### src/rtl/core/delimited_frame_receiver_xor_defines.svh
// Assertion macros shared by the RTL of the delimited frame receiver.
`ifndef DELIMITED_FRAME_RECEIVER_XOR_DEFINES_SVH
`define DELIMITED_FRAME_RECEIVER_XOR_DEFINES_SVH

// Consequence must hold in the same cycle as the antecedent.
`define DFRX_ASSERT_NOW(lbl, clk, rst, ante, cons, msg) \
   lbl: assert property (@(posedge clk) disable iff (rst) (ante) |-> (cons)) \
      else $error(msg);

// Consequence must hold in the cycle after the antecedent.
`define DFRX_ASSERT_NEXT(lbl, clk, rst, ante, cons, msg) \
   lbl: assert property (@(posedge clk) disable iff (rst) (ante) |=> (cons)) \
      else $error(msg);

`endif

### src/rtl/core/dfrx_pkg.sv
package dfrx_pkg;

   localparam int BYTE_W          = 8;
   localparam int COUNT_W         = 5;
   localparam int BUFFER_BYTES_DEF = 32;
   localparam int MIN_FRAME_BYTES = 4;
   localparam int CSR_INDEX_W     = 1;
   localparam int CSR_DATA_W      = 8;

   localparam logic [BYTE_W-1:0] START_DELIM_RESET = 8'd170;
   localparam logic [BYTE_W-1:0] END_DELIM_RESET   = 8'd85;

   typedef enum logic [CSR_INDEX_W-1:0] {
      CSR_START_DELIM = 1'b0,
      CSR_END_DELIM   = 1'b1
   } csr_index_type;

   typedef enum logic [1:0] {
      STATUS_OK       = 2'd0,
      STATUS_BAD_SUM  = 2'd1,
      STATUS_OVERFLOW = 2'd2
   } status_type;

endpackage

### src/rtl/core/dfrx_channels.sv
// Input channel: one received byte per item.
interface dfrx_req_if import dfrx_pkg::*; ();
   logic              valid;
   logic              ready;
   logic [BYTE_W-1:0] rx_byte;

   modport source (output valid, output rx_byte, input ready);
   modport sink   (input valid, input rx_byte, output ready);
endinterface

// Result channel: one frame status or one parameter per item.
interface dfrx_rsp_if import dfrx_pkg::*; ();
   logic               valid;
   logic               ready;
   status_type         status;
   logic [BYTE_W-1:0]  command_code;
   logic [COUNT_W-1:0] param_count;
   logic               param_valid;
   logic [COUNT_W-1:0] param_index;
   logic [BYTE_W-1:0]  param_byte;
   logic               last;

   modport source (output valid, output status, output command_code, output param_count,
                   output param_valid, output param_index, output param_byte,
                   output last, input ready);
   modport sink   (input valid, input status, input command_code, input param_count,
                   input param_valid, input param_index, input param_byte,
                   input last, output ready);
endinterface

### src/rtl/core/delimited_frame_receiver_xor.sv
// Delimited frame receiver with XOR checksum. Each input item is one received byte.
// While no frame is open, bytes are dropped until one equals the start delimiter;
// that byte opens a frame and every later byte is written to an on-chip buffer of
// BUFFER_BYTES entries. A byte equal to the end delimiter closes the frame once at
// least four bytes (start and end included) are held; the frame layout is start,
// command, parameters, checksum, end. Bytes are taken at one per cycle while a
// frame is being collected. When a frame closes, the receiver stops taking items
// while one shared XOR unit sweeps the buffer through its single read port: one
// byte per cycle over the command, parameter and checksum bytes, then the last
// registered read and the decision. An accepted frame is then sent as one result
// item per parameter, each through a buffer read and then the result register
// load, waiting longer if the sink stalls; a frame without parameters, a checksum
// mismatch or a full buffer gives a single status item. The buffer needs no
// clearing after reset, because only entries written in the current frame are
// ever read. The start and end delimiters are written through the csr_ port and
// should only change while the receiver idles.
`include "delimited_frame_receiver_xor_defines.svh"

module delimited_frame_receiver_xor import dfrx_pkg::*; #(
   parameter int BUFFER_BYTES = BUFFER_BYTES_DEF
) (
   input  logic                   clock,
   input  logic                   reset,
   dfrx_req_if.sink               req_ch,
   dfrx_rsp_if.source             rsp_ch,
   input  logic                   csr_we,
   input  logic [CSR_INDEX_W-1:0] csr_index,
   input  logic [CSR_DATA_W-1:0]  csr_data
);

   // Address width of the buffer, and a count width that can hold BUFFER_BYTES.
   localparam int AW = $clog2(BUFFER_BYTES);
   localparam int CW = $clog2(BUFFER_BYTES + 1);

   // The sequencer: collect bytes, sweep the checksum, then hand out results.
   typedef enum logic [4:0] {
      ST_RECV   = 5'b00001,
      ST_SUM    = 5'b00010,
      ST_FETCH  = 5'b00100,
      ST_LOAD   = 5'b01000,
      ST_SINGLE = 5'b10000
   } state_type;

   typedef struct packed {
      status_type         status;
      logic [BYTE_W-1:0]  command_code;
      logic [COUNT_W-1:0] param_count;
      logic               param_valid;
      logic [COUNT_W-1:0] param_index;
      logic [BYTE_W-1:0]  param_byte;
      logic               last;
   } rsp_payload_type;

   state_type         state_ff, state_in;
   logic [BYTE_W-1:0] start_delim_ff, start_delim_in;
   logic [BYTE_W-1:0] end_delim_ff, end_delim_in;
   logic              in_frame_ff, in_frame_in;
   logic [CW-1:0]     byte_count_ff, byte_count_in;
   logic [BYTE_W-1:0] cmd_ff, cmd_in;
   logic [CW-1:0]     nparam_ff, nparam_in;
   logic [AW-1:0]     last_addr_ff, last_addr_in;
   logic [AW-1:0]     sum_addr_ff, sum_addr_in;
   logic              issue_done_ff, issue_done_in;
   logic              pend_ff, pend_in;
   logic [BYTE_W-1:0] acc_ff, acc_in;
   status_type        status_ff, status_in;
   logic [CW-1:0]     idx_ff, idx_in;
   logic              rsp_valid_ff, rsp_valid_in;
   rsp_payload_type   rsp_ff, rsp_in;

   logic [BYTE_W-1:0] frame_mem [BUFFER_BYTES];
   logic [BYTE_W-1:0] rd_data_ff;
   logic [AW-1:0]     rd_addr;
   logic              wr_en;
   logic              accept;
   logic              slot_free;
   logic              rsp_load;
   logic [CW-1:0]     count_inc;
   logic [CW-1:0]     checksum_pos;

   assign req_ch.ready = (state_ff == ST_RECV);
   assign accept       = req_ch.valid && req_ch.ready;
   assign count_inc    = byte_count_ff + CW'(1);
   // Position of the checksum byte: two below the count that includes the end byte.
   assign checksum_pos = count_inc - CW'(2);
   // A byte is buffered while a frame is open, and the start byte lands at entry zero.
   assign wr_en        = accept && (in_frame_ff || (req_ch.rx_byte == start_delim_ff));
   // The result register can take a new item when it is empty or being emptied now.
   assign slot_free    = !rsp_valid_ff || rsp_ch.ready;

   always_comb begin
      state_in       = state_ff;
      start_delim_in = start_delim_ff;
      end_delim_in   = end_delim_ff;
      in_frame_in    = in_frame_ff;
      byte_count_in  = byte_count_ff;
      cmd_in         = cmd_ff;
      nparam_in      = nparam_ff;
      last_addr_in   = last_addr_ff;
      sum_addr_in    = sum_addr_ff;
      issue_done_in  = issue_done_ff;
      pend_in        = 1'b0;
      acc_in         = acc_ff;
      status_in      = status_ff;
      idx_in         = idx_ff;
      rd_addr        = '0;
      rsp_load       = 1'b0;
      rsp_in         = rsp_ff;

      if (csr_we) begin
         case (csr_index_type'(csr_index))
            CSR_START_DELIM: start_delim_in = csr_data;
            CSR_END_DELIM:   end_delim_in   = csr_data;
            default:         ;
         endcase
      end

      case (state_ff)
         ST_RECV: begin
            if (accept) begin
               if (!in_frame_ff) begin
                  if (req_ch.rx_byte == start_delim_ff) begin
                     in_frame_in   = 1'b1;
                     byte_count_in = CW'(1);
                  end
               end else begin
                  byte_count_in = count_inc;
                  if (byte_count_ff == CW'(1)) begin
                     cmd_in = req_ch.rx_byte;
                  end
                  if ((req_ch.rx_byte == end_delim_ff) &&
                      (count_inc >= CW'(MIN_FRAME_BYTES))) begin
                     // Frame closed: sweep from the command byte up to the checksum.
                     in_frame_in   = 1'b0;
                     byte_count_in = '0;
                     nparam_in     = count_inc - CW'(MIN_FRAME_BYTES);
                     last_addr_in  = checksum_pos[AW-1:0];
                     sum_addr_in   = AW'(1);
                     issue_done_in = 1'b0;
                     acc_in        = '0;
                     state_in      = ST_SUM;
                  end else if (count_inc >= CW'(BUFFER_BYTES)) begin
                     in_frame_in   = 1'b0;
                     byte_count_in = '0;
                     status_in     = STATUS_OVERFLOW;
                     state_in      = ST_SINGLE;
                  end
               end
            end
         end

         ST_SUM: begin
            // The XOR of command, parameters and checksum is zero for a good frame.
            if (!issue_done_ff) begin
               rd_addr       = sum_addr_ff;
               pend_in       = 1'b1;
               sum_addr_in   = sum_addr_ff + AW'(1);
               issue_done_in = (sum_addr_ff == last_addr_ff);
            end
            if (pend_ff) begin
               acc_in = acc_ff ^ rd_data_ff;
            end
            if (issue_done_ff && !pend_ff) begin
               if (acc_ff != '0) begin
                  status_in = STATUS_BAD_SUM;
                  state_in  = ST_SINGLE;
               end else if (nparam_ff == '0) begin
                  status_in = STATUS_OK;
                  state_in  = ST_SINGLE;
               end else begin
                  idx_in   = '0;
                  state_in = ST_FETCH;
               end
            end
         end

         ST_FETCH: begin
            // Parameters start two entries in, after the start and command bytes.
            rd_addr  = idx_ff[AW-1:0] + AW'(2);
            state_in = ST_LOAD;
         end

         ST_LOAD: begin
            // The same entry stays addressed so the read data holds while the sink stalls.
            rd_addr = idx_ff[AW-1:0] + AW'(2);
            if (slot_free) begin
               rsp_load            = 1'b1;
               rsp_in.status       = STATUS_OK;
               rsp_in.command_code = cmd_ff;
               rsp_in.param_count  = COUNT_W'(nparam_ff);
               rsp_in.param_valid  = 1'b1;
               rsp_in.param_index  = COUNT_W'(idx_ff);
               rsp_in.param_byte   = rd_data_ff;
               rsp_in.last         = (idx_ff == nparam_ff - CW'(1));
               if (idx_ff == nparam_ff - CW'(1)) begin
                  state_in = ST_RECV;
               end else begin
                  idx_in   = idx_ff + CW'(1);
                  state_in = ST_FETCH;
               end
            end
         end

         ST_SINGLE: begin
            if (slot_free) begin
               rsp_load            = 1'b1;
               rsp_in.status       = status_ff;
               rsp_in.command_code = (status_ff == STATUS_OK) ? cmd_ff : '0;
               rsp_in.param_count  = '0;
               rsp_in.param_valid  = 1'b0;
               rsp_in.param_index  = '0;
               rsp_in.param_byte   = '0;
               rsp_in.last         = 1'b1;
               state_in            = ST_RECV;
            end
         end

         default: begin
            state_in = ST_RECV;
         end
      endcase

      if (rsp_load) begin
         rsp_valid_in = 1'b1;
      end else if (rsp_ch.ready) begin
         rsp_valid_in = 1'b0;
      end else begin
         rsp_valid_in = rsp_valid_ff;
      end
   end

   always_ff @(posedge clock) begin
      if (reset) begin
         state_ff       <= ST_RECV;
         start_delim_ff <= START_DELIM_RESET;
         end_delim_ff   <= END_DELIM_RESET;
         in_frame_ff    <= 1'b0;
         byte_count_ff  <= '0;
         issue_done_ff  <= 1'b0;
         pend_ff        <= 1'b0;
         rsp_valid_ff   <= 1'b0;
      end else begin
         state_ff       <= state_in;
         start_delim_ff <= start_delim_in;
         end_delim_ff   <= end_delim_in;
         in_frame_ff    <= in_frame_in;
         byte_count_ff  <= byte_count_in;
         issue_done_ff  <= issue_done_in;
         pend_ff        <= pend_in;
         rsp_valid_ff   <= rsp_valid_in;
      end
   end

   always_ff @(posedge clock) begin
      cmd_ff       <= cmd_in;
      nparam_ff    <= nparam_in;
      last_addr_ff <= last_addr_in;
      sum_addr_ff  <= sum_addr_in;
      acc_ff       <= acc_in;
      status_ff    <= status_in;
      idx_ff       <= idx_in;
      rsp_ff       <= rsp_in;
   end

   // Frame buffer: one write port for incoming bytes, one registered read port.
   always_ff @(posedge clock) begin
      if (wr_en) begin
         frame_mem[byte_count_ff[AW-1:0]] <= req_ch.rx_byte;
      end
      rd_data_ff <= frame_mem[rd_addr];
   end

   assign rsp_ch.valid        = rsp_valid_ff;
   assign rsp_ch.status       = rsp_ff.status;
   assign rsp_ch.command_code = rsp_ff.command_code;
   assign rsp_ch.param_count  = rsp_ff.param_count;
   assign rsp_ch.param_valid  = rsp_ff.param_valid;
   assign rsp_ch.param_index  = rsp_ff.param_index;
   assign rsp_ch.param_byte   = rsp_ff.param_byte;
   assign rsp_ch.last         = rsp_ff.last;

   // An error item never carries a command or a parameter and always ends its run.
   `DFRX_ASSERT_NOW(a_err_item_clean, clock, reset,
      rsp_valid_ff && (rsp_ff.status != STATUS_OK),
      (rsp_ff.command_code == '0) && !rsp_ff.param_valid && rsp_ff.last,
      "error result carries payload or is not last")
   // While a frame is open the byte count stays inside the buffer.
   `DFRX_ASSERT_NOW(a_count_in_range, clock, reset,
      in_frame_ff,
      (byte_count_ff != '0) && (byte_count_ff < CW'(BUFFER_BYTES)),
      "byte count outside the buffer while a frame is open")
   // Closing a frame, by end byte or by overflow, always clears the collection state.
   `DFRX_ASSERT_NOW(a_closed_outside_recv, clock, reset,
      state_ff != ST_RECV,
      !in_frame_ff && (byte_count_ff == '0),
      "frame still open while the sequencer is busy")
   // A fetched parameter is always followed by its load step.
   `DFRX_ASSERT_NEXT(a_fetch_then_load, clock, reset,
      state_ff == ST_FETCH,
      state_ff == ST_LOAD,
      "parameter fetch not followed by load")

endmodule
### src/flat_wrapper.sv
// flat-port wrapper written by rule: the top's interface ports become plain ports
module delimited_frame_receiver_xor_flat import dfrx_pkg::*;
#(
   parameter int BUFFER_BYTES = BUFFER_BYTES_DEF
)
  (clock, reset, csr_we, csr_index, csr_data, req_ch_valid, req_ch_rx_byte, req_ch_ready, rsp_ch_valid, rsp_ch_status, rsp_ch_command_code, rsp_ch_param_count, rsp_ch_param_valid, rsp_ch_param_index, rsp_ch_param_byte, rsp_ch_last, rsp_ch_ready);
  dfrx_req_if req_ch_i ();
  dfrx_rsp_if rsp_ch_i ();
  input  logic clock;
  input  logic reset;
  input  logic csr_we;
  input  logic [CSR_INDEX_W-1:0] csr_index;
  input  logic [CSR_DATA_W-1:0] csr_data;
  input wire logic [$bits(req_ch_i.valid)-1:0] req_ch_valid;
  input wire logic [$bits(req_ch_i.rx_byte)-1:0] req_ch_rx_byte;
  output wire logic [$bits(req_ch_i.ready)-1:0] req_ch_ready;
  output wire logic [$bits(rsp_ch_i.valid)-1:0] rsp_ch_valid;
  output wire logic [$bits(rsp_ch_i.status)-1:0] rsp_ch_status;
  output wire logic [$bits(rsp_ch_i.command_code)-1:0] rsp_ch_command_code;
  output wire logic [$bits(rsp_ch_i.param_count)-1:0] rsp_ch_param_count;
  output wire logic [$bits(rsp_ch_i.param_valid)-1:0] rsp_ch_param_valid;
  output wire logic [$bits(rsp_ch_i.param_index)-1:0] rsp_ch_param_index;
  output wire logic [$bits(rsp_ch_i.param_byte)-1:0] rsp_ch_param_byte;
  output wire logic [$bits(rsp_ch_i.last)-1:0] rsp_ch_last;
  input wire logic [$bits(rsp_ch_i.ready)-1:0] rsp_ch_ready;
  assign req_ch_i.valid = req_ch_valid;
  assign req_ch_i.rx_byte = req_ch_rx_byte;
  assign req_ch_ready = req_ch_i.ready;
  assign rsp_ch_valid = rsp_ch_i.valid;
  assign rsp_ch_status = rsp_ch_i.status;
  assign rsp_ch_command_code = rsp_ch_i.command_code;
  assign rsp_ch_param_count = rsp_ch_i.param_count;
  assign rsp_ch_param_valid = rsp_ch_i.param_valid;
  assign rsp_ch_param_index = rsp_ch_i.param_index;
  assign rsp_ch_param_byte = rsp_ch_i.param_byte;
  assign rsp_ch_last = rsp_ch_i.last;
  assign rsp_ch_i.ready = rsp_ch_ready;
  delimited_frame_receiver_xor #(.BUFFER_BYTES(BUFFER_BYTES)) u_core (.clock(clock), .reset(reset), .req_ch(req_ch_i), .rsp_ch(rsp_ch_i), .csr_we(csr_we), .csr_index(csr_index), .csr_data(csr_data));
endmodule
### config.mk
export PLATFORM = sky130hd
export DESIGN_NAME = delimited_frame_receiver_xor_flat
export DESIGN_NICKNAME = d
export VERILOG_FILES = /design/src/rtl/core/dfrx_pkg.sv /design/src/rtl/core/dfrx_channels.sv /design/src/rtl/core/delimited_frame_receiver_xor.sv /design/src/flat_wrapper.sv
export VERILOG_INCLUDE_DIRS = /design/src /design/src/rtl/core
export SDC_FILE = /design/constraint.sdc
export NUM_CORES = 1
export LEC_CHECK = 0
export ABC_AREA = 0
export BUFFER_PORTS_ARGS = -buffer_cell sky130_fd_sc_hd__buf_2
export CAP_MARGIN = 10
export CORE_MARGIN = 2
export CORE_UTILIZATION = 25
export DETAILED_ROUTE_END_ITERATION = 16
export PLACE_DENSITY_LB_ADDON = 0.25
export SLEW_MARGIN = 20
export SYNTH_ARGS = -nofsm -noshare
export SYNTH_HDL_FRONTEND = slang
export SYNTH_SLANG_ARGS = --single-unit
### constraint.sdc
create_clock -name clock -period 5.1 [get_ports clock]
set_input_delay 0.51 -clock clock [delete_from_list [all_inputs] [get_ports clock]]
set_output_delay 0.51 -clock clock [all_outputs]
set_load 0.01 [all_outputs]
Yosys cells after proc, flatten, opt, wreduce, memory -nomap -nowiden
Memories as Yosys holds them, arrays and structs flattened. A register that Yosys moved wholly into a read port is not among the register bits.
Cells that the tools add are included.
Operators by class
  $add $sub $neg: 7
  $lt $le $gt $ge: 2
  equality and inequality tests: 25
  muxes and demuxes: 61
  bitwise logic cells: 3
  reduce and logical (&&, ||, !) cells: 32
Operators by type and width (count)
  $mux W5: 14
  $mux W30: 2
  $pmux W30 S2: 1
  $mux W6: 9
  $mux W8: 5
  $pmux W5 S5: 1
  $pmux W5 S2: 2
  $ne A2 B2 Y1 const B: 9
  $eq A8 B8 Y1: 2
  $pmux W8 S2: 1
  $mux W1: 15
  $mux W2: 7
  $add A6 B1 Y6 const B: 2
  $pmux W6 S2: 1
  $reduce_and A4 Y1: 3
  $reduce_and A6 Y1: 2
  $reduce_and A5 Y1: 2
  $reduce_bool A2 Y1: 5
  $ne A2 B1 Y1 const B: 4
  $reduce_bool A8 Y1: 1
  $xor A8 B8 Y8: 1
  $reduce_and A7 Y1: 1
  $eq A6 B1 Y1 const B: 1
  $eq A6 B6 Y1: 1
  other kinds (27): 38
Word-level totals
  register bits: 101
  memory bits (writable): 256
  input port bits: 22
  output and inout port bits: 32
  logic and storage cells: 153
  memories: 1
Memories
  u_core.frame_mem: words 32, bits a word 8, read ports 1, clocked after Yosys merged registers in 1, write ports 1, line delimited_frame_receiver_xor.sv:71  | logic [BYTE_W-1:0] frame_mem [BUFFER_BYTES];

Longest topological paths before layout
Gate-level depths: netlist (run 1).
  depth in word-level cells: 7
  depth in mapped cells: 10

Worst setup path before layout (run 1)
Ideal clock, no wire load.
  kind: reg-to-reg
  start: register u_core.state_ff[3]
  end: register u_core.rsp_ff, in the netlist u_core.rsp_ch.command_code[0] (enable)
  arrival: 3.156 ns
  data required time: 4.637 ns
  setup slack: 1.481 ns
  stages on the path, launching flop included: 7
  path buffers: 2
  clock period less this slack: 3.619 ns
  cells stage by stage: dfxtp_1 -> buf_2 -> nor2_1 -> and3_1 -> inv_1 -> clkbuf_1 -> a21boi_0
On the way
  cells in the longest elaborated chain, start to end: 3
RTL lines
  start: declaration: line delimited_frame_receiver_xor.sv:54  | state_type state_ff, state_in;
  start signal: assignment: line delimited_frame_receiver_xor.sv:243  | state_ff <= state_in;
  $eq A5 B5 Y1 or $eq A5 B4 Y1 (tied branches): line delimited_frame_receiver_xor.sv:118  | case (state_ff)
  $ne A2 B1 Y1 (no source line) or $reduce_bool A2 Y1 (tied branches)
  $reduce_and A3 Y1 (no source line) (*)
  end signal: assignment: line delimited_frame_receiver_xor.sv:262  | rsp_ff <= rsp_in;
  end: declaration: line delimited_frame_receiver_xor.sv:69  | rsp_payload_type rsp_ff, rsp_in;
Mark *: on every way between the ends. The rest lies on a longest branch, timed or not.
A chain may end at the register's enable or synchronous reset.

Worst setup path after layout (run 1)
  start: register u_core.state_ff[2]
  end: memory u_core.frame_mem[17][2] (enable)
On the way
  cells in the longest elaborated chain, start to end: 5
RTL lines
  $eq A5 B1 Y1: line delimited_frame_receiver_xor.sv:81  | assign req_ch.ready = (state_ff == ST_RECV);
  $logic_and A1 B1 Y1: line delimited_frame_receiver_xor.sv:82  | assign accept = req_ch.valid && req_ch.ready;
  $logic_and A1 B1 Y1: line delimited_frame_receiver_xor.sv:87  | assign wr_en = accept && (in_frame_ff || (req_ch.rx_byte == start_delim_ff));
  $mux W1: line delimited_frame_receiver_xor.sv:267  | if (wr_en) begin
  $mux W1 (not written as such): line delimited_frame_receiver_xor.sv:268  | frame_mem[byte_count_ff[AW-1:0]] <= req_ch.rx_byte;
  end: declaration: line delimited_frame_receiver_xor.sv:71
No other way between the ends.

==> impl_metrics.csv, run 1 <==
group,metric,value,unit
min_path,hold_path.class,"in2reg",
yosys,synth_simple_gate_area_share,13.37,%
cts,tritoncts,"done",
timing,finalSetupViolations,0,
yosys,yosysUniqueCellTypes,65,
final_layout,layout-drive-gt1-share,13.63,%
critical_path,critPathKind,"reg2reg",
min_path,hold_start,"csr_data[1]",
cts,cts_buffers,39,
critical_path,cpMaxStageDelayCell,"nor2_1",
placement,place.gp.congestion,0.7804,
floorplanning,rows,90,
floorplanning,die_h,249.7,µm
yosys,ys_top_cells_by_count,"325 x edfxtp_1, 163 x nand2_1, 83 x nand3_1",
yosys,syn-cell-area,0.01509,mm²
yosys,synth_area_leaders,"edfxtp_1 65%, dfxtp_1 5.2%, nand2_1 4.1%",
critical_path,cpPeakStageDelay,840,ps
floorplanning,start_util,25.14,%
critical_path,path_buf_inv,1,
yosys,synth_top_area_share,64.69,%
grt,grt_max_degree,58,
critical_path,r2r-end,"u_core.frame_mem[17][2]$_DFFE_PP_",
critical_path,r2r-start,"u_core.state_ff[2]$_SDFFE_PP0P_",
grt,grt_use_total,13.24,%
run_status,status,"finished, final reports clean",
yosys,synth_top_family_by_area,"simple AND/OR/NAND/NOR gates",
yosys,synth_fp_nets,1160,
yosys,synth.most_common_cell,"edfxtp_1",
yosys,ys_seq_area_share,69.86,%
drt,drtIter0Drc,652,
yosys,synthMuxAreaShare,3.384,%
drt,num_vias,9161,
cts,h-tree-depth,2,
yosys,synth_ff_type,"edfxtp_1",
pwr,leakagePower,5.655,nW
critical_path,reg2reg_depth,7,
timing,fin_crit,3543,ps
critical_path,crit_path_end_kind,"flop",
yosys,yosysWarnings,0,
timing,clock_skew,27.11,ps
grt,antenna_found_initial,0,
timing,timing.fmax,282.2,MHz
timing,slew_viol_final,0,
cts,clock-sinks,364,
yosys,synthArstFlopShare,0,%
cts,clock_latency,570,ps
yosys,synth_cells,1125,
critical_path,r2r_slack,1560,ps
timing,grt_setup_unrepaired,"no",
timing,relSlewSlack,28.94,%
drt,routed_wl,41010,µm
critical_path,cp_num_cells,7,
timing,worstMarginPinSlew,1066,ps
floorplanning,die_x,249.7,µm
critical_path,crit_family,"simple AND/OR/NAND/NOR gates",
timing,worst_slack,1557,ps
floorplanning,die_area,0.06233,mm²
placement,dp_hpwl,25600,µm
cts,cts_setup_buffers,0,
cts,ctsResizeCount,0,
timing,holdWs,204.8,ps
final_layout,layout-area-overhead-vs-synth,16.17,%
flow_run,max_cap_violations,0,
critical_path,critical_path_required,5280,ps
timing,post-route-period-util,69.47,%
drt,dr.pass1.iters,5,
cts,root_buffer,"clkbuf_16",
critical_path,cp-endpoint,"u_core.frame_mem[17][2]$_DFFE_PP_",
yosys,yosys.area_share.xor_xnor,3.301,%
yosys,ys_seq_elements,364,
critical_path,arrival,3720,ps
final_layout,fill_cells,6067,
drt,wl_per_cell,20.58,µm
grt,grt_overflow,0,
floorplanning,core_area,0.06002,mm²
yosys,yosys.area_share.adder,1.078,%
pwr,vdd_ir_drop_max,0.0002242,V
critical_path,crit_fanout,9,
final_layout,final_nets,1216,
drt,vias_per_cell,4.597,
cts,postCtsHoldBufs,0,
critical_path,cp-start-kind,"flop",
drt,drc,0,
yosys,synth_compound_area_share,6.800,%
drt,drtAntennaViolNets,0,
timing,hold_viol_final,0,
critical_path,startpoint,"u_core.state_ff[2]$_SDFFE_PP0P_",
grt,grt_pass1_vias,9352,
critical_path,worstPathCellList,"nor3_1 -> nand3b_1 -> inv_2 -> nand2_2 -> nor2_2 -> nand2_1 -> nor2_1",
cts,ctsLongestPathBuffers,3,
yosys,synth.avg_cell_area,13.41,µm²
pwr,powerDensity,350.2,mW/mm²
floorplanning,top_level_ports,54,
grt,grt_pass1_wl,61390,µm
yosys,synth_top_area_cell,"edfxtp_1",
timing,tns,0,ps
final_layout,diodes,0,
placement,numPortBuffers,53,
yosys,synth_edf_count,325,
placement,post-place-ws,1418,ps
final_layout,finish.utilization,29.20,%
cts,cts.clk_slew.worst_paths,60,ps
[worst reg2reg max path, stage by stage (launching register included)]
cell and delay (ps):
dfxtp_1 400, nor3_1 490, nand3b_1 320, inv_2 170
nand2_2 130, nor2_2 320, nand2_1 490, nor2_1 850
[layout make-up]
| type | instances | area [µm²] | share of cell area (%) |
|---|---|---|---|
| inverter | 14 | 52.55 | 0.2998 |
| sequential | 364 | 10540 | 60.14 |
| multi-input combinational | 687 | 4265 | 24.34 |
| tap | 782 | 978.4 | 5.583 |
| timing repair buffer | 75 | 442.9 | 2.527 |
| clock inverter | 17 | 153.9 | 0.8781 |
| clock buffer | 54 | 1094 | 6.239 |
[sequential cells by signal, indices dropped and copies added, names as in the netlist, 2 cells and up]
register,cells
u_core.acc_ff,8
u_core.byte_count_ff,6
u_core.cmd_ff,8
u_core.end_delim_ff,8
u_core.frame_mem,256
u_core.idx_ff,6
u_core.last_addr_ff,5
u_core.nparam_ff,5
u_core.rd_data_ff,8
u_core.rsp_ch.command_code,8
u_core.rsp_ch.param_byte,8
u_core.rsp_ch.param_count,5
u_core.rsp_ch.param_index,5
u_core.rsp_ch.status,2
u_core.start_delim_ff,8
u_core.state_ff,5
u_core.status_ff,2
u_core.sum_addr_ff,5
[placed cells by master, fill, tap and decap left out, types with 13 or more instances in the layout]
| cell | count |
|---|---|
| edfxtp_1 | 325 |
| nand2_1 | 163 |
| nand3_1 | 83 |
| nor2_1 | 67 |
| buf_2 | 53 |
| clkbuf_16 | 40 |
| dfxtp_1 | 39 |
| o21ai_0 | 34 |
| mux2i_1 | 33 |
| and2_1 | 30 |
| and3_1 | 29 |
| xor2_1 | 29 |
| a31oi_1 | 26 |
| xnor2_1 | 26 |
| buf_4 | 21 |
| a32oi_1 | 17 |
| a21oi_1 | 15 |
| inv_1 | 13 |
| ha_1 | 13 |
[per-stage QoR]
| step | area (µm²) | total power [mW] | instances |
|---|---|---|---|
| 4_1_cts | 17520 | 6.212 | 1993 |
| 3_5_place_dp | 16270 | 3.413 | 1922 |
| 6_report | 17530 | 6.137 | 1993 |
| 5_1_grt | 17530 | 6.321 | 1993 |
| 3_3_place_gp | 16270 | 3.410 | 1922 |
| 2_1_floorplan | 15090 | 3.337 | 1125 |
[layer usage]
metal	share of wire [%]	track usage [%]	routed length (µm)
met1	45	17.63	18650
met4	3.9	5.783	1587
met3	5.0	2.534	2037
met2	46	20.99	18730
met5	0	0	0
[worst min path at each step]
stage / slack (ps) / depth (start not counted) / endpoint
3_5_place_dp: 470 / 2 / u_core.end_delim_ff[3]$_SDFFE_PP0P_
3_3_place_gp: 460 / 2 / u_core.end_delim_ff[7]$_SDFFE_PP0P_
4_1_cts: 180 / 3 / u_core.start_delim_ff[1]$_SDFFE_PP1P_
5_1_grt: 200 / 3 / u_core.start_delim_ff[3]$_SDFFE_PP1P_
2_1_floorplan: 450 / 2 / u_core.end_delim_ff[1]$_SDFFE_PP0P_
6_report: 200 / 3 / u_core.start_delim_ff[1]$_SDFFE_PP1P_
[kinds of logic after synthesis]
group | count (synthesis)
buffers and inverters | 74
muxes | 49
adders and majority gates | 13
xor gates and xnor gates | 56
AOI/OAI and AO/OA | 147
and+or+nand+nor | 422
DFF | 364
[power by group]
part | switching (mW) | internal, mW
registers | 0.00489 | 3.24
logic | 0.0770 | 0.0230
clock network | 1.18 | 1.61
(Power assumes the default switching activity.)
==> run 2, diff against run 1 <==
==> constraint.sdc (replaced) <==
create_clock -name clock -period 3.7 [get_ports clock]
set_input_delay 0.37 -clock clock [delete_from_list [all_inputs] [get_ports clock]]
set_output_delay 0.37 -clock clock [all_outputs]
set_load 0.01 [all_outputs]
==> impl_metrics.csv, run 2 (synthesized netlist as in run 1, its figures left out) <==
group,metric,value,unit
critical_path,crit_family,"simple AND/OR/NAND/NOR gates",
drt,dr.pass1.iters,5,
grt,use_met3,1.909,%
timing,grt_setup_unrepaired,"no",
drt,drtAntennaViolNets,0,
drt,vias_per_cell,4.587,
timing,relSlewSlack,38.25,%
critical_path,crit_fanout,9,
timing,hold_viol_final,0,
critical_path,cp-start-kind,"flop",
pwr,combinationalPowerShare,1.7,%
timing,slew_viol_final,0,
min_path,hold_start,"csr_data[3]",
cts,clock_latency,560,ps
timing,fin_crit,3233,ps
cts,postCtsHoldBufs,0,
floorplanning,die_h,249.7,µm
run_status,status,"finished, final reports clean",
critical_path,arrival,3410,ps
placement,place.gp.congestion,0.7757,
cts,root_buffer,"clkbuf_16",
critical_path,r2r_slack,470,ps
floorplanning,top_level_ports,54,
pwr,vdd_ir_drop_max,0.0002570,V
timing,tns,0,ps
grt,busiest_layer,"met2",
critical_path,r2r-start,"u_core.state_ff[2]$_SDFFE_PP0P_",
critical_path,critPathKind,"reg2reg",
floorplanning,core_area,0.06002,mm²
cts,clock-sinks,364,
critical_path,path_buf_inv,1,
final_layout,layout-drive-gt1-share,15.39,%
pwr,leakagePower,5.821,nW
floorplanning,rows,90,
final_layout,layout_commonest_cell,"edfxtp_1",
critical_path,cpPeakStageDelay,640,ps
critical_path,worstPathCellList,"nor3_1 -> nand3b_1 -> inv_2 -> nand2_2 -> nor2_2 -> nand2_1 -> nor2_1",
cts,h-tree-depth,2,
grt,grt_use_total,13.02,%
min_path,hold_path.class,"in2reg",
grt,grt_max_degree,54,
cts,tritoncts,"done",
pwr,p_total,8.360,mW
grt,met2_usage,20.78,%
critical_path,r2r-end,"u_core.frame_mem[28][1]$_DFFE_PP_",
drt,routed_wl,40600,µm
drt,wl_per_cell,20.07,µm
pwr,internal_power,6.656,mW
cts,cts_buffers,40,
pwr,pwr-share-seq,53.5,%
critical_path,reg2reg_depth,7,
grt,grtUsageMet1,17.65,%
placement,dp_hpwl,25860,µm
cts,ctsLongestPathBuffers,3,
final_layout,layout-area-overhead-vs-synth,17.57,%
grt,antenna_found_initial,0,
placement,numPortBuffers,53,
timing,clock_skew,13.72,ps
floorplanning,start_util,25.14,%
timing,finalSetupViolations,0,
grt,grt_overflow,0,
final_layout,final_cell_mix,"325 x edfxtp_1, 163 x nand2_1, 83 x nand3_1",
flow_run,max_cap_violations,0,
floorplanning,die_area,0.06233,mm²
pwr,powerDensity,471.3,mW/mm²
final_layout,final_nets,1252,
drt,drc,0,
pwr,p_clk_share,44.8,%
cts,cts.clk_slew.worst_paths,60,ps
critical_path,crit_path_end_kind,"flop",
critical_path,critical_path_required,3880,ps
timing,holdWs,62.71,ps
timing,timing.fmax,309.4,MHz
pwr,power.switching,1.704,mW
final_layout,diodes,0,
timing,post-route-period-util,87.37,%
cts,cts_setup_buffers,0,
timing,worstMarginPinSlew,924.3,ps
drt,num_vias,9279,
cts,ctsResizeCount,0,
final_layout,fill_cells,6058,
grt,grt_pass1_vias,9278,
grt,grt_pass1_wl,60980,µm
pwr,p_sw_share,20.38,%
final_layout,largest_reg_flops,256,
drt,drtIter0Drc,712,
min_path,hold_path_end,"u_core.start_delim_ff[3]$_SDFFE_PP1P_",
critical_path,cpMaxStageDelayCell,"nor2_1",
floorplanning,die_x,249.7,µm
min_path,whs_path_depth,3,
run 2: worst max-delay path by stage:
stage	slack (ps)	start	cells past startpoint	to
finish	470	u_core.state_ff[2]$_SDFFE_PP0P_	7	u_core.frame_mem[28][1]$_DFFE_PP_
global route	160	u_core.state_ff[2]$_SDFFE_PP0P_	7	u_core.frame_mem[28][2]$_DFFE_PP_
CTS	500	u_core.state_ff[2]$_SDFFE_PP0P_	7	u_core.frame_mem[28][1]$_DFFE_PP_
detailed placement	520	u_core.state_ff[2]$_SDFFE_PP0P_	7	u_core.frame_mem[28][2]$_DFFE_PP_
global placement	570	u_core.state_ff[2]$_SDFFE_PP0P_	7	u_core.frame_mem[28][1]$_DFFE_PP_
floorplan	80	u_core.state_ff[3]$_SDFFE_PP0P_	6	u_core.rsp_ch.command_code[0]$_DFFE_PP_
run 2: metrics by stage:
step           instances  cell area [µm²]  utilization, %  worst slack, ps
5_1_grt             2023            17740           29.55            157.7
6_report            2023            17740           29.55            467.5
3_3_place_gp        1957            16550           27.57            572.0
3_5_place_dp        1957            16550           27.57            517.3
4_1_cts             2023            17740           29.55            502.6
2_1_floorplan       1125            15090               -            81.42
run 2: area by class of cell:
class	count	area, µm²	share of cell area, %
flip-flops and latches	364	10540	59.42
multi-input cells	687	4248	23.95
clock buffers	51	1064	5.996
well taps	782	978.4	5.516
repair buffers	110	730.7	4.120
clock inverters	15	123.9	0.6984
inverters	14	52.55	0.2963
run 2: power by group through the flow:
stage	registers [mW]	clock network (mW)	logic, mW
after global placement	4.56	0	0.141
after global routing	4.47	3.99	0.152
after CTS	4.47	3.85	0.143
final	4.47	3.75	0.139
after detailed placement	4.56	0	0.143
after floorplan	4.56	0	0.0382
run 2: metal layers:
layer,vias up,wire length [µm],part of all wire [%]
met5,-,0,0
li1,4353,-,-
met3,69,1788,4.4
met4,0,1425,3.5
met2,206,18760,46
met1,4651,18620,46
run 2: worst min-delay path: cells and delay by family:
kind                   cells  cell delay [ps]
buffers and inverters      1               90
muxes                      1               60
and+or+nand+nor            1               60
